--- src/rtl/core/cst_pkg.sv ---
// Shared types, character codes and classification helpers for the C-like tokenizer.
// No dependencies; imported by cst_step, cst_res_fifo and c_like_source_tokenizer.
package cst_pkg;

	localparam int LINE_BITS   = 16;
	localparam int COLUMN_BITS = 16;
	localparam int TAB_BITS    = 5;
	localparam int MAX_RES     = 3;
	localparam int FIFO_DEPTH  = 4;
	localparam int FIFO_AW     = 2;
	localparam int RES_NW      = 2;
	localparam int LVL_W       = 3;

	localparam logic [TAB_BITS-1:0]    TAB_RESET = 5'd8;
	localparam logic [LINE_BITS-1:0]   LINE_ONE  = 16'd1;
	localparam logic [LINE_BITS-1:0]   LINE_MAX  = 16'hFFFF;
	localparam logic [COLUMN_BITS-1:0] COL_MAX   = 16'hFFFF;

	// character codes
	localparam logic [7:0] CH_NL     = 8'h0A;
	localparam logic [7:0] CH_TAB    = 8'h09;
	localparam logic [7:0] CH_QUOTE  = 8'h22;
	localparam logic [7:0] CH_BANG   = 8'h21;
	localparam logic [7:0] CH_LPAR   = 8'h28;
	localparam logic [7:0] CH_RPAR   = 8'h29;
	localparam logic [7:0] CH_STAR   = 8'h2A;
	localparam logic [7:0] CH_PLUS   = 8'h2B;
	localparam logic [7:0] CH_COMMA  = 8'h2C;
	localparam logic [7:0] CH_MINUS  = 8'h2D;
	localparam logic [7:0] CH_DOT    = 8'h2E;
	localparam logic [7:0] CH_SLASH  = 8'h2F;
	localparam logic [7:0] CH_0      = 8'h30;
	localparam logic [7:0] CH_9      = 8'h39;
	localparam logic [7:0] CH_SEMI   = 8'h3B;
	localparam logic [7:0] CH_LT     = 8'h3C;
	localparam logic [7:0] CH_EQ     = 8'h3D;
	localparam logic [7:0] CH_GT     = 8'h3E;
	localparam logic [7:0] CH_UC_A   = 8'h41;
	localparam logic [7:0] CH_UC_Z   = 8'h5A;
	localparam logic [7:0] CH_LBRK   = 8'h5B;
	localparam logic [7:0] CH_BSLASH = 8'h5C;
	localparam logic [7:0] CH_RBRK   = 8'h5D;
	localparam logic [7:0] CH_UNDER  = 8'h5F;
	localparam logic [7:0] CH_LC_A   = 8'h61;
	localparam logic [7:0] CH_LC_Z   = 8'h7A;
	localparam logic [7:0] CH_LBRC   = 8'h7B;
	localparam logic [7:0] CH_RBRC   = 8'h7D;

	typedef enum logic [3:0] {
		K_ID         = 4'd0,
		K_INT        = 4'd1,
		K_FLOAT      = 4'd2,
		K_STRING     = 4'd3,
		K_SEMI       = 4'd4,
		K_BRACKET    = 4'd5,
		K_COMMA      = 4'd6,
		K_DOT        = 4'd7,
		K_ASSIGN     = 4'd8,
		K_LOGICAL    = 4'd9,
		K_RELATIONAL = 4'd10,
		K_ARITH      = 4'd11,
		K_ERROR      = 4'd12
	} kind_t;

	typedef enum logic [11:0] {
		M_IDLE       = 12'b0000_0000_0001,
		M_IDENT      = 12'b0000_0000_0010,
		M_NUMBER     = 12'b0000_0000_0100,
		M_STRING     = 12'b0000_0000_1000,
		M_STR_ESC    = 12'b0000_0001_0000,
		M_LOGOP      = 12'b0000_0010_0000,
		M_ARITH      = 12'b0000_0100_0000,
		M_SLASH      = 12'b0000_1000_0000,
		M_LINE_CMT   = 12'b0001_0000_0000,
		M_BLOCK      = 12'b0010_0000_0000,
		M_BLOCK_STAR = 12'b0100_0000_0000,
		M_PEND       = 12'b1000_0000_0000
	} mode_t;

	// lexer state carried between items
	typedef struct packed {
		mode_t                  mode;
		logic [7:0]             held;
		logic                   dp;
		logic [LINE_BITS-1:0]   line;
		logic [COLUMN_BITS-1:0] col;
	} lex_state_t;

	// one result record
	typedef struct packed {
		logic                   is_end;
		logic [7:0]             ch;
		kind_t                  kind;
		logic [LINE_BITS-1:0]   line;
		logic [COLUMN_BITS-1:0] col;
		logic                   last;
	} res_t;

	function automatic logic is_digit(input logic [7:0] c);
		return (c >= CH_0) && (c <= CH_9);
	endfunction

	function automatic logic is_letter(input logic [7:0] c);
		return ((c >= CH_LC_A) && (c <= CH_LC_Z)) || ((c >= CH_UC_A) && (c <= CH_UC_Z)) ||
			(c == CH_UNDER);
	endfunction

	function automatic logic is_single(input logic [7:0] c);
		return (c == CH_SEMI) || (c == CH_COMMA) || (c == CH_DOT) || (c == CH_LBRC) ||
			(c == CH_RBRC) || (c == CH_LBRK) || (c == CH_RBRK) || (c == CH_LPAR) ||
			(c == CH_RPAR);
	endfunction

	function automatic kind_t single_kind(input logic [7:0] c);
		kind_t k;
		if (c == CH_SEMI)
			k = K_SEMI;
		else if (c == CH_COMMA)
			k = K_COMMA;
		else if (c == CH_DOT)
			k = K_DOT;
		else
			k = K_BRACKET;
		return k;
	endfunction

	function automatic kind_t lone_op_kind(input logic [7:0] c);
		kind_t k;
		if (c == CH_EQ)
			k = K_ASSIGN;
		else if (c == CH_BANG)
			k = K_LOGICAL;
		else
			k = K_RELATIONAL;
		return k;
	endfunction

	function automatic res_t mk_char(input logic [7:0] c);
		res_t r;
		r        = '0;
		r.ch     = c;
		r.kind   = K_ID;
		return r;
	endfunction

	function automatic res_t mk_close(input kind_t k, input logic [LINE_BITS-1:0] ln,
		input logic [COLUMN_BITS-1:0] cl);
		res_t r;
		r        = '0;
		r.is_end = 1'b1;
		r.kind   = k;
		r.line   = ln;
		r.col    = cl;
		return r;
	endfunction

endpackage

--- src/rtl/core/cst_step.sv ---
// Next-state and result logic of the tokenizer for one source byte or end-of-text mark.
// Purely combinational; depends on cst_pkg.
module cst_step
	import cst_pkg::*;
(
	input  lex_state_t          st,
	input  logic [TAB_BITS-1:0] tab_adv,
	input  logic [7:0]          src,
	input  logic                eot,
	output lex_state_t          st_nx,
	output res_t [MAX_RES-1:0]  res,
	output logic [RES_NW-1:0]   res_n
);

	always_comb begin
		logic [COLUMN_BITS:0]   col_sum;
		logic [COLUMN_BITS-1:0] add;
		logic [LINE_BITS-1:0]   ln_a;
		logic [COLUMN_BITS-1:0] cl_a;
		logic [RES_NW-1:0]      n;
		logic                   feed;

		n     = '0;
		feed  = 1'b0;
		res   = '0;
		st_nx = st;

		// column and line after taking this byte
		add     = (src == CH_TAB) ? {{(COLUMN_BITS-TAB_BITS){1'b0}}, tab_adv}
			: {{(COLUMN_BITS-1){1'b0}}, 1'b1};
		col_sum = {1'b0, st.col} + {1'b0, add};
		if (src == CH_NL) begin
			ln_a = (st.line == LINE_MAX) ? LINE_MAX : st.line + LINE_ONE;
			cl_a = '0;
		end else begin
			ln_a = st.line;
			cl_a = col_sum[COLUMN_BITS] ? COL_MAX : col_sum[COLUMN_BITS-1:0];
		end

		if (eot) begin
			// flush the open token, then restart the text
			case (st.mode)
				M_IDENT: begin
					res[n] = mk_close(K_ID, st.line, st.col); n = n + 1'b1;
				end
				M_NUMBER: begin
					res[n] = mk_close(st.dp ? K_FLOAT : K_INT, st.line, st.col); n = n + 1'b1;
				end
				M_STRING, M_STR_ESC: begin
					res[n] = mk_close(K_ERROR, st.line, st.col); n = n + 1'b1;
				end
				M_LOGOP: begin
					res[n] = mk_close(lone_op_kind(st.held), st.line, st.col); n = n + 1'b1;
				end
				M_ARITH: begin
					res[n] = mk_close(K_ARITH, st.line, st.col); n = n + 1'b1;
				end
				M_SLASH: begin
					res[n] = mk_char(CH_SLASH); n = n + 1'b1;
					res[n] = mk_close(K_ARITH, st.line, st.col); n = n + 1'b1;
				end
				M_PEND: begin
					res[n] = mk_close(single_kind(st.held), st.line, st.col); n = n + 1'b1;
				end
				default: begin
				end
			endcase
			st_nx.mode = M_IDLE;
			st_nx.held = '0;
			st_nx.dp   = 1'b0;
			st_nx.line = LINE_ONE;
			st_nx.col  = '0;
		end else begin
			st_nx.line = ln_a;
			st_nx.col  = cl_a;
			case (st.mode)
				M_IDENT: begin
					if (is_letter(src) || is_digit(src)) begin
						res[n] = mk_char(src); n = n + 1'b1;
					end else begin
						res[n] = mk_close(K_ID, st.line, st.col); n = n + 1'b1;
						feed = 1'b1;
					end
				end
				M_NUMBER: begin
					if (is_digit(src) || (src == CH_DOT)) begin
						res[n] = mk_char(src); n = n + 1'b1;
						if (src == CH_DOT)
							st_nx.dp = 1'b1;
					end else begin
						res[n] = mk_close(st.dp ? K_FLOAT : K_INT, st.line, st.col);
						n = n + 1'b1;
						feed = 1'b1;
					end
				end
				M_STRING: begin
					if (src == CH_NL) begin
						res[n] = mk_close(K_ERROR, st.line, st.col); n = n + 1'b1;
						feed = 1'b1;
					end else if (src == CH_QUOTE) begin
						res[n] = mk_close(K_STRING, ln_a, cl_a); n = n + 1'b1;
						st_nx.mode = M_IDLE;
					end else if (src == CH_BSLASH) begin
						st_nx.mode = M_STR_ESC;
					end else begin
						res[n] = mk_char(src); n = n + 1'b1;
					end
				end
				M_STR_ESC: begin
					if (src == CH_NL) begin
						res[n] = mk_close(K_ERROR, st.line, st.col); n = n + 1'b1;
						feed = 1'b1;
					end else begin
						res[n] = mk_char(src); n = n + 1'b1;
						st_nx.mode = M_STRING;
					end
				end
				M_LOGOP: begin
					if (src == CH_EQ) begin
						res[n] = mk_char(src); n = n + 1'b1;
						res[n] = mk_close(((st.held == CH_EQ) || (st.held == CH_BANG)) ?
							K_LOGICAL : K_RELATIONAL, ln_a, cl_a);
						n = n + 1'b1;
						st_nx.mode = M_IDLE;
					end else begin
						res[n] = mk_close(lone_op_kind(st.held), st.line, st.col);
						n = n + 1'b1;
						feed = 1'b1;
					end
				end
				M_ARITH: begin
					if (src == CH_EQ) begin
						res[n] = mk_char(src); n = n + 1'b1;
						res[n] = mk_close(K_ARITH, ln_a, cl_a); n = n + 1'b1;
						st_nx.mode = M_IDLE;
					end else begin
						res[n] = mk_close(K_ARITH, st.line, st.col); n = n + 1'b1;
						feed = 1'b1;
					end
				end
				M_SLASH: begin
					if (src == CH_SLASH) begin
						st_nx.mode = M_LINE_CMT;
					end else if (src == CH_STAR) begin
						st_nx.mode = M_BLOCK;
					end else if (src == CH_EQ) begin
						res[n] = mk_char(CH_SLASH); n = n + 1'b1;
						res[n] = mk_char(CH_EQ); n = n + 1'b1;
						res[n] = mk_close(K_ARITH, ln_a, cl_a); n = n + 1'b1;
						st_nx.mode = M_IDLE;
					end else begin
						res[n] = mk_char(CH_SLASH); n = n + 1'b1;
						res[n] = mk_close(K_ARITH, st.line, st.col); n = n + 1'b1;
						feed = 1'b1;
					end
				end
				M_LINE_CMT: begin
					if (src == CH_NL)
						feed = 1'b1;
				end
				M_BLOCK: begin
					if (src == CH_STAR)
						st_nx.mode = M_BLOCK_STAR;
				end
				M_BLOCK_STAR: begin
					if (src == CH_SLASH)
						st_nx.mode = M_IDLE;
					else if (src != CH_STAR)
						st_nx.mode = M_BLOCK;
				end
				M_PEND: begin
					res[n] = mk_close(single_kind(st.held), st.line, st.col); n = n + 1'b1;
					feed = 1'b1;
				end
				default: begin
					feed = 1'b1;
				end
			endcase

			// byte taken between tokens
			if (feed) begin
				st_nx.mode = M_IDLE;
				if (is_single(src)) begin
					res[n] = mk_char(src); n = n + 1'b1;
					if (n != 2'd3) begin
						res[n] = mk_close(single_kind(src), ln_a, cl_a); n = n + 1'b1;
					end else begin
						// no room for the close: hold it for the next item
						st_nx.held = src;
						st_nx.mode = M_PEND;
					end
				end else if (src == CH_QUOTE) begin
					st_nx.mode = M_STRING;
				end else if ((src == CH_EQ) || (src == CH_LT) || (src == CH_GT) ||
					(src == CH_BANG)) begin
					res[n] = mk_char(src); n = n + 1'b1;
					st_nx.held = src;
					st_nx.mode = M_LOGOP;
				end else if ((src == CH_PLUS) || (src == CH_MINUS) || (src == CH_STAR)) begin
					res[n] = mk_char(src); n = n + 1'b1;
					st_nx.held = src;
					st_nx.mode = M_ARITH;
				end else if (src == CH_SLASH) begin
					st_nx.mode = M_SLASH;
				end else if (is_digit(src)) begin
					res[n] = mk_char(src); n = n + 1'b1;
					st_nx.dp   = 1'b0;
					st_nx.mode = M_NUMBER;
				end else if (is_letter(src)) begin
					res[n] = mk_char(src); n = n + 1'b1;
					st_nx.mode = M_IDENT;
				end
			end
		end

		// mark the final record of this item
		if (n != '0)
			res[n - 1'b1].last = 1'b1;
		res_n = n;
	end

endmodule

--- src/rtl/core/cst_res_fifo.sv ---
// Result queue: takes up to three records per cycle, hands out one per cycle.
// Depends on cst_pkg.
module cst_res_fifo
	import cst_pkg::*;
(
	input  logic                clk,
	input  logic                arst_n,
	input  logic [RES_NW-1:0]   push_n,
	input  res_t [MAX_RES-1:0]  push_data,
	input  logic                pop,
	output logic [LVL_W-1:0]    level,
	output res_t                head
);

	res_t                mem_q [FIFO_DEPTH];
	logic [FIFO_AW-1:0]  rd_ptr_q;
	logic [FIFO_AW-1:0]  wr_ptr_q;
	logic [LVL_W-1:0]    cnt_q;

	// pointers and fill level
	always_ff @(posedge clk or negedge arst_n) begin
		if (!arst_n) begin
			rd_ptr_q <= '0;
			wr_ptr_q <= '0;
			cnt_q    <= '0;
		end else begin
			rd_ptr_q <= rd_ptr_q + {{(FIFO_AW-1){1'b0}}, pop};
			wr_ptr_q <= wr_ptr_q + push_n;
			cnt_q    <= cnt_q + {1'b0, push_n} - {{(LVL_W-1){1'b0}}, pop};
		end
	end

	// entry storage
	always_ff @(posedge clk) begin
		for (int i = 0; i < MAX_RES; i++) begin
			if (i < int'(push_n))
				mem_q[wr_ptr_q + FIFO_AW'(i)] <= push_data[i];
		end
	end

	assign level = cnt_q;
	assign head  = mem_q[rd_ptr_q];

endmodule

--- src/rtl/core/c_like_source_tokenizer.sv ---
// Streaming tokenizer for a C-like language: one source byte per transfer in, token
// character and token close records out. The first record of an item passes the input
// register and the result queue before it is offered on the output. Throughput: one
// item per cycle while the result queue has room; records leave at one per cycle while
// m_tready is high. Reset (arst_n low): idle mode, line 1, column 0, tab advance 8,
// queue empty. Depends on cst_pkg, cst_step and cst_res_fifo.
module c_like_source_tokenizer
	import cst_pkg::*;
(
	input  logic                clk,
	input  logic                arst_n,
	// configuration: tab advance
	input  logic                cfg_valid,
	output logic                cfg_ready,
	input  logic [TAB_BITS-1:0] cfg_data,
	// source stream
	input  logic                s_tvalid,
	output logic                s_tready,
	input  logic [7:0]          s_tdata,   // [7:0] source_byte
	input  logic                s_tuser,   // [0] end_of_text
	// token stream
	output logic                m_tvalid,
	input  logic                m_tready,
	output logic [47:0]         m_tdata,   // [7:0] token_char, [11:8] token_kind,
	                                       // [27:12] line_number, [43:28] end_column
	output logic                m_tuser,   // [0] is_token_end
	output logic                m_tlast    // last_of_run
);

	logic [TAB_BITS-1:0] tab_q;
	lex_state_t          st_q;
	lex_state_t          st_nx;
	logic                valid_s1;
	logic [7:0]          byte_s1;
	logic                eot_s1;
	res_t [MAX_RES-1:0]  res;
	logic [RES_NW-1:0]   res_n;
	logic [LVL_W-1:0]    level;
	res_t                head;
	logic                pop;
	logic                fits;
	logic                go;

	// configuration register
	assign cfg_ready = 1'b1;
	always_ff @(posedge clk or negedge arst_n) begin
		if (!arst_n)
			tab_q <= TAB_RESET;
		else if (cfg_valid)
			tab_q <= cfg_data;
	end

	// input register
	assign s_tready = !valid_s1 || go;
	always_ff @(posedge clk or negedge arst_n) begin
		if (!arst_n)
			valid_s1 <= 1'b0;
		else if (s_tready)
			valid_s1 <= s_tvalid;
	end

	always_ff @(posedge clk) begin
		if (s_tready && s_tvalid) begin
			byte_s1 <= s_tdata;
			eot_s1  <= s_tuser;
		end
	end

	cst_step u_step (
		.st      (st_q),
		.tab_adv (tab_q),
		.src     (byte_s1),
		.eot     (eot_s1),
		.st_nx   (st_nx),
		.res     (res),
		.res_n   (res_n)
	);

	// item goes ahead when its records fit after this cycle's pop
	assign pop  = m_tvalid && m_tready;
	assign fits = ({1'b0, level} + {2'b00, res_n}) <=
		((LVL_W+1)'(FIFO_DEPTH) + {{LVL_W{1'b0}}, pop});
	assign go   = valid_s1 && fits;

	// lexer state
	always_ff @(posedge clk or negedge arst_n) begin
		if (!arst_n) begin
			st_q.mode <= M_IDLE;
			st_q.held <= '0;
			st_q.dp   <= 1'b0;
			st_q.line <= LINE_ONE;
			st_q.col  <= '0;
		end else if (go) begin
			st_q <= st_nx;
		end
	end

	cst_res_fifo u_fifo (
		.clk       (clk),
		.arst_n    (arst_n),
		.push_n    (go ? res_n : '0),
		.push_data (res),
		.pop       (pop),
		.level     (level),
		.head      (head)
	);

	// output packing
	assign m_tvalid = (level != '0);
	assign m_tdata  = {4'b0000, head.col, head.line, head.kind, head.ch};
	assign m_tuser  = head.is_end;
	assign m_tlast  = head.last;

endmodule

--- config.mk ---
export PLATFORM = sky130hd
export DESIGN_NAME = c_like_source_tokenizer
export DESIGN_NICKNAME = d
export VERILOG_FILES = /design/src/rtl/core/cst_pkg.sv /design/src/rtl/core/cst_step.sv /design/src/rtl/core/cst_res_fifo.sv /design/src/rtl/core/c_like_source_tokenizer.sv
export SDC_FILE = /design/constraint.sdc
export NUM_CORES = 1
export LEC_CHECK = 0
export ABC_AREA = 1
export BUFFER_PORTS_ARGS = -buffer_cell sky130_fd_sc_hd__buf_2
export CAP_MARGIN = 20
export CORE_MARGIN = 2
export CORE_UTILIZATION = 45
export DETAILED_ROUTE_END_ITERATION = 10
export GPL_TIMING_DRIVEN = 0
export HOLD_SLACK_MARGIN = 0.08
export PLACE_DENSITY = 0.68
export SLEW_MARGIN = 40
export SYNTH_ARGS = -nofsm -noshare
export SYNTH_HDL_FRONTEND = slang
export SYNTH_SLANG_ARGS = --single-unit
--- constraint.sdc ---
create_clock -name clk -period 15.3 [get_ports clk]
set_input_delay 3.06 -clock clk [delete_from_list [all_inputs] [get_ports clk]]
set_output_delay 3.06 -clock clk [all_outputs]
set_load 0.005 [all_outputs]
==> impl_metrics.ini <==
[run_status]
status = complete, no violations

[global_routing]
grt-ovfl-total = 0
grt_start_max_net_pins = 51
antenna_found_initial = 1
grt_pass1_wl_mm = 133.4
grt_pass1_vias = 19772
gr-usage-all-layers_pct = 40.83

[layout]
fin_nets = 3015
multi_input_area_sq_um = 10400
layout-drive-gt1-share_pct = 9.303
area_growth_syn_to_layout_pct = 11.37
seq_area_sq_um = 7451
fin_util_pct = 51.07
fillers = 4267

[sta]
fin_crit_sh_pct = 49.88
tightest_slew_ns = 0.9242
finClkSkew_ns = 0.02796
slew-limit-headroom_pct = 37.73
finalHoldViolations = 0
fin_setup_tns_ns = 0
finalSetupViolations = 0
rsz0062_at_grt = false
fin_hold_ws_ns = 0.4697
slew_violations = 0
fmax_mhz = 131.0
period_needed_ns = 7.632

[clock_tree]
numClockSinks = 259
clockBufferDepth = 3
htree_num_levels = 1
clock-root-buffer = clkbuf_16
cts_buffers = 30
cts_tree = built
cts_resized = 0
clk_latency_ns = 0.61
path_clk_slew_ns = 0.07
hold_buffers = 0
post_cts_buffers = 0

[pwr]
p_clk_share_pct = 18.8
ir_drop_v = 0.0001342
power.switching_uw = 1969
p_int_uw = 2037
p_leak_uw = 0.009693
p_sw_share_pct = 49.15
p_per_area_nw_per_um2 = 185.8
p_comb_share_pct = 52.3
power_frac_seq_pct = 28.8
total_power_uw = 4006

[yosys]
ys_types = 52
synth.cell_area_sq_um = 19360
synth_top_family_by_area = simple AND/OR/NAND/NOR gates
synth_top_area_share_pct = 29.93
yosys.area.top_type = edfxtp_1
ys_seq_elements = 259
synthMuxAreaShare_pct = 0
yosys_warnings = 0
synth-simple-area-share_pct = 37.91
synth_compound_area_share_pct = 13.21
post_synth_xor_area_fraction_pct = 0.7689
synth_fa_ha_area_share_pct = 1.473
synth_cells = 2870
synth.top_cells.by_area = edfxtp_1, nand2_1, nand3_1, dfrtp_1, nor2_1
ys_seq_area_share_pct = 38.48
synth.avg_cell_area_sq_um = 6.747

[setup_path]
r2r_start = byte_s1[2]
critical_path.max_fanout = 9
critPathLaunchType = flip-flop
worstSetupStartpoint = byte_s1[7]
critPathRequiredTime_ns = 12.24
worstPathArrival_ns = 4.57
cp-end-kind = output port
worstSetupPathType = reg -> out

[drt]
wl_per_cell_um = 25.96
drt.antenna.violating_nets = 0
viasPerCell = 6.184
num_vias = 21884
drt_iter0_drc = 3429
wl_mm = 91.89
drc = 0
first_pass_iters = 8

[floorplanning]
io-pin-count = 72
die_w_um = 211.4
start_util_pct = 45.85
rows = 75
dieArea_sq_um = 44700
design.core.area_sq_um = 42230
die_y_um = 211.4

[placed_design]
portBuffers = 65
dp.final_hpwl_mm = 70.44
gp_congestion = 1.012

[flow_run]
cap_violations = 0

[min_path]
min_path_type = reg -> reg
min_from = st_q[40]
==> state kept, by name, indices dropped and copies added, names as in the netlist <==
register and flops:
u_fifo.mem_q 184, st_q 53, byte_s1 8, tab_q 5
u_fifo.level 3, u_fifo.rd_ptr_q 2, u_fifo.wr_ptr_q 2, eot_s1 1
valid_s1 1
==> logic make-up after synthesis <==
kind of cell / after synthesis
simple gates: 1731
compound gates: 460
buf+inv: 380
flops: 259
fa+ha+maj: 21
xor+xnor: 17
other cells: 2
==> Yosys cell counts, drive strengths merged <==
cell,instances
nand2,984
nor2,331
nand3,324
o21ai,223
inv,219
edfxtp,193
o22ai,121
buf,81
clkbuf,77
a21oi,76
dfrtp,63
nand4,36
nor3,35
ha,18
o211ai,13
xor2,12
o31ai,11
a22oi,5
a31oi,5
nand3b,5
xnor2,5
and3,4
nor4,4
clkinv,3
dfstp,3
fa,3
or2,3
or3,3
conb,2
o21a,2
and2,1
nor3b,1
o2111ai,1
o21bai,1
o32ai,1
o41ai,1
==> final cells by class <==
type,instances,share of cell area [%]
well taps,539,3.127
inverters,222,3.870
multi-input cells,2234,48.23
clock buffers,36,3.684
repair buffers,70,2.037
flip-flops and latches,259,34.55
clock inverters,20,1.050
plain buffers,158,3.435
diodes,1,0.01160
==> per-layer routing <==
layer	global-route usage, %	up-vias	wire, um
met5	0	-	0
met4	16.51	0	4103
met3	8.649	232	11590
met2	58.33	1514	37620
met1	59.79	10321	38580
li1	-	9817	-
==> final timing paths <==
kind / end / slack (ns) / cells past startpoint
worst max-delay path: s_tready / 7.67 / 22
worst min-delay path: st_q[40] / 0.47 / 2
worst max register to register: u_fifo.mem_q[1][33] / 8.33 / 27
worst min register to register: st_q[40] / 0.47 / 2
max in group asynchronous: st_q[16] / 12.40 / 2
min in group asynchronous: st_q[36] / 2.31 / 1
==> critical path, stage by stage, from the launching register on <==
cell and delay (ns):
edfxtp_1 0.53, nor2_4 0.27, nand2_4 0.12, inv_2 0.10
nand3_1 0.15, nand2_1 0.22, nor2_1 0.07, nor2_2 0.20
nand3_2 0.18, nor2_2 0.23, inv_2 0.15, nand2_1 0.13
nand2_2 0.10, nand2_4 0.15, inv_2 0.13, ha_1 0.22
inv_1 0.08, fa_1 0.41, o21ai_0 0.09, nand2_1 0.09
nand3_1 0.12, nand2_1 0.09, buf_2 0.13
==> through the flow <==
stage	instances	worst slack, ns	cell area, sq um
global placement	3477	5.697	20370
finish	3539	7.668	21560
CTS	3538	7.696	21560
detailed placement	3482	7.939	20540
floorplan	2873	8.359	19370
global route	3538	7.412	21560
==> cells in the final DEF, fill, tap and decap left out, types with 29 or more instances in the layout <==
cell,netlist,final
a21oi_1,76,75
buf_2,55,119
clkbuf_1,77,80
clkbuf_16,0,31
dfrtp_1,63,63
edfxtp_1,193,193
inv_1,190,190
inv_2,29,29
nand2_1,970,969
nand3_1,316,313
nand4_1,35,35
nor2_1,310,310
nor3_1,34,34
o21ai_0,193,188
o21ai_1,28,33
o22ai_1,121,121
==> power groups by stage <==
| stage | logic, uW | clock network [uW] | registers, uW |
|---|---|---|---|
| after floorplan | 1220 | 0 | 1140 |
| after global placement | 1970 | 0 | 1180 |
| after detailed placement | 2030 | 0 | 1160 |
| after CTS | 2040 | 758 | 1150 |
| after global routing | 2240 | 783 | 1170 |
| final | 2100 | 755 | 1160 |
(Power assumes the default switching activity.)
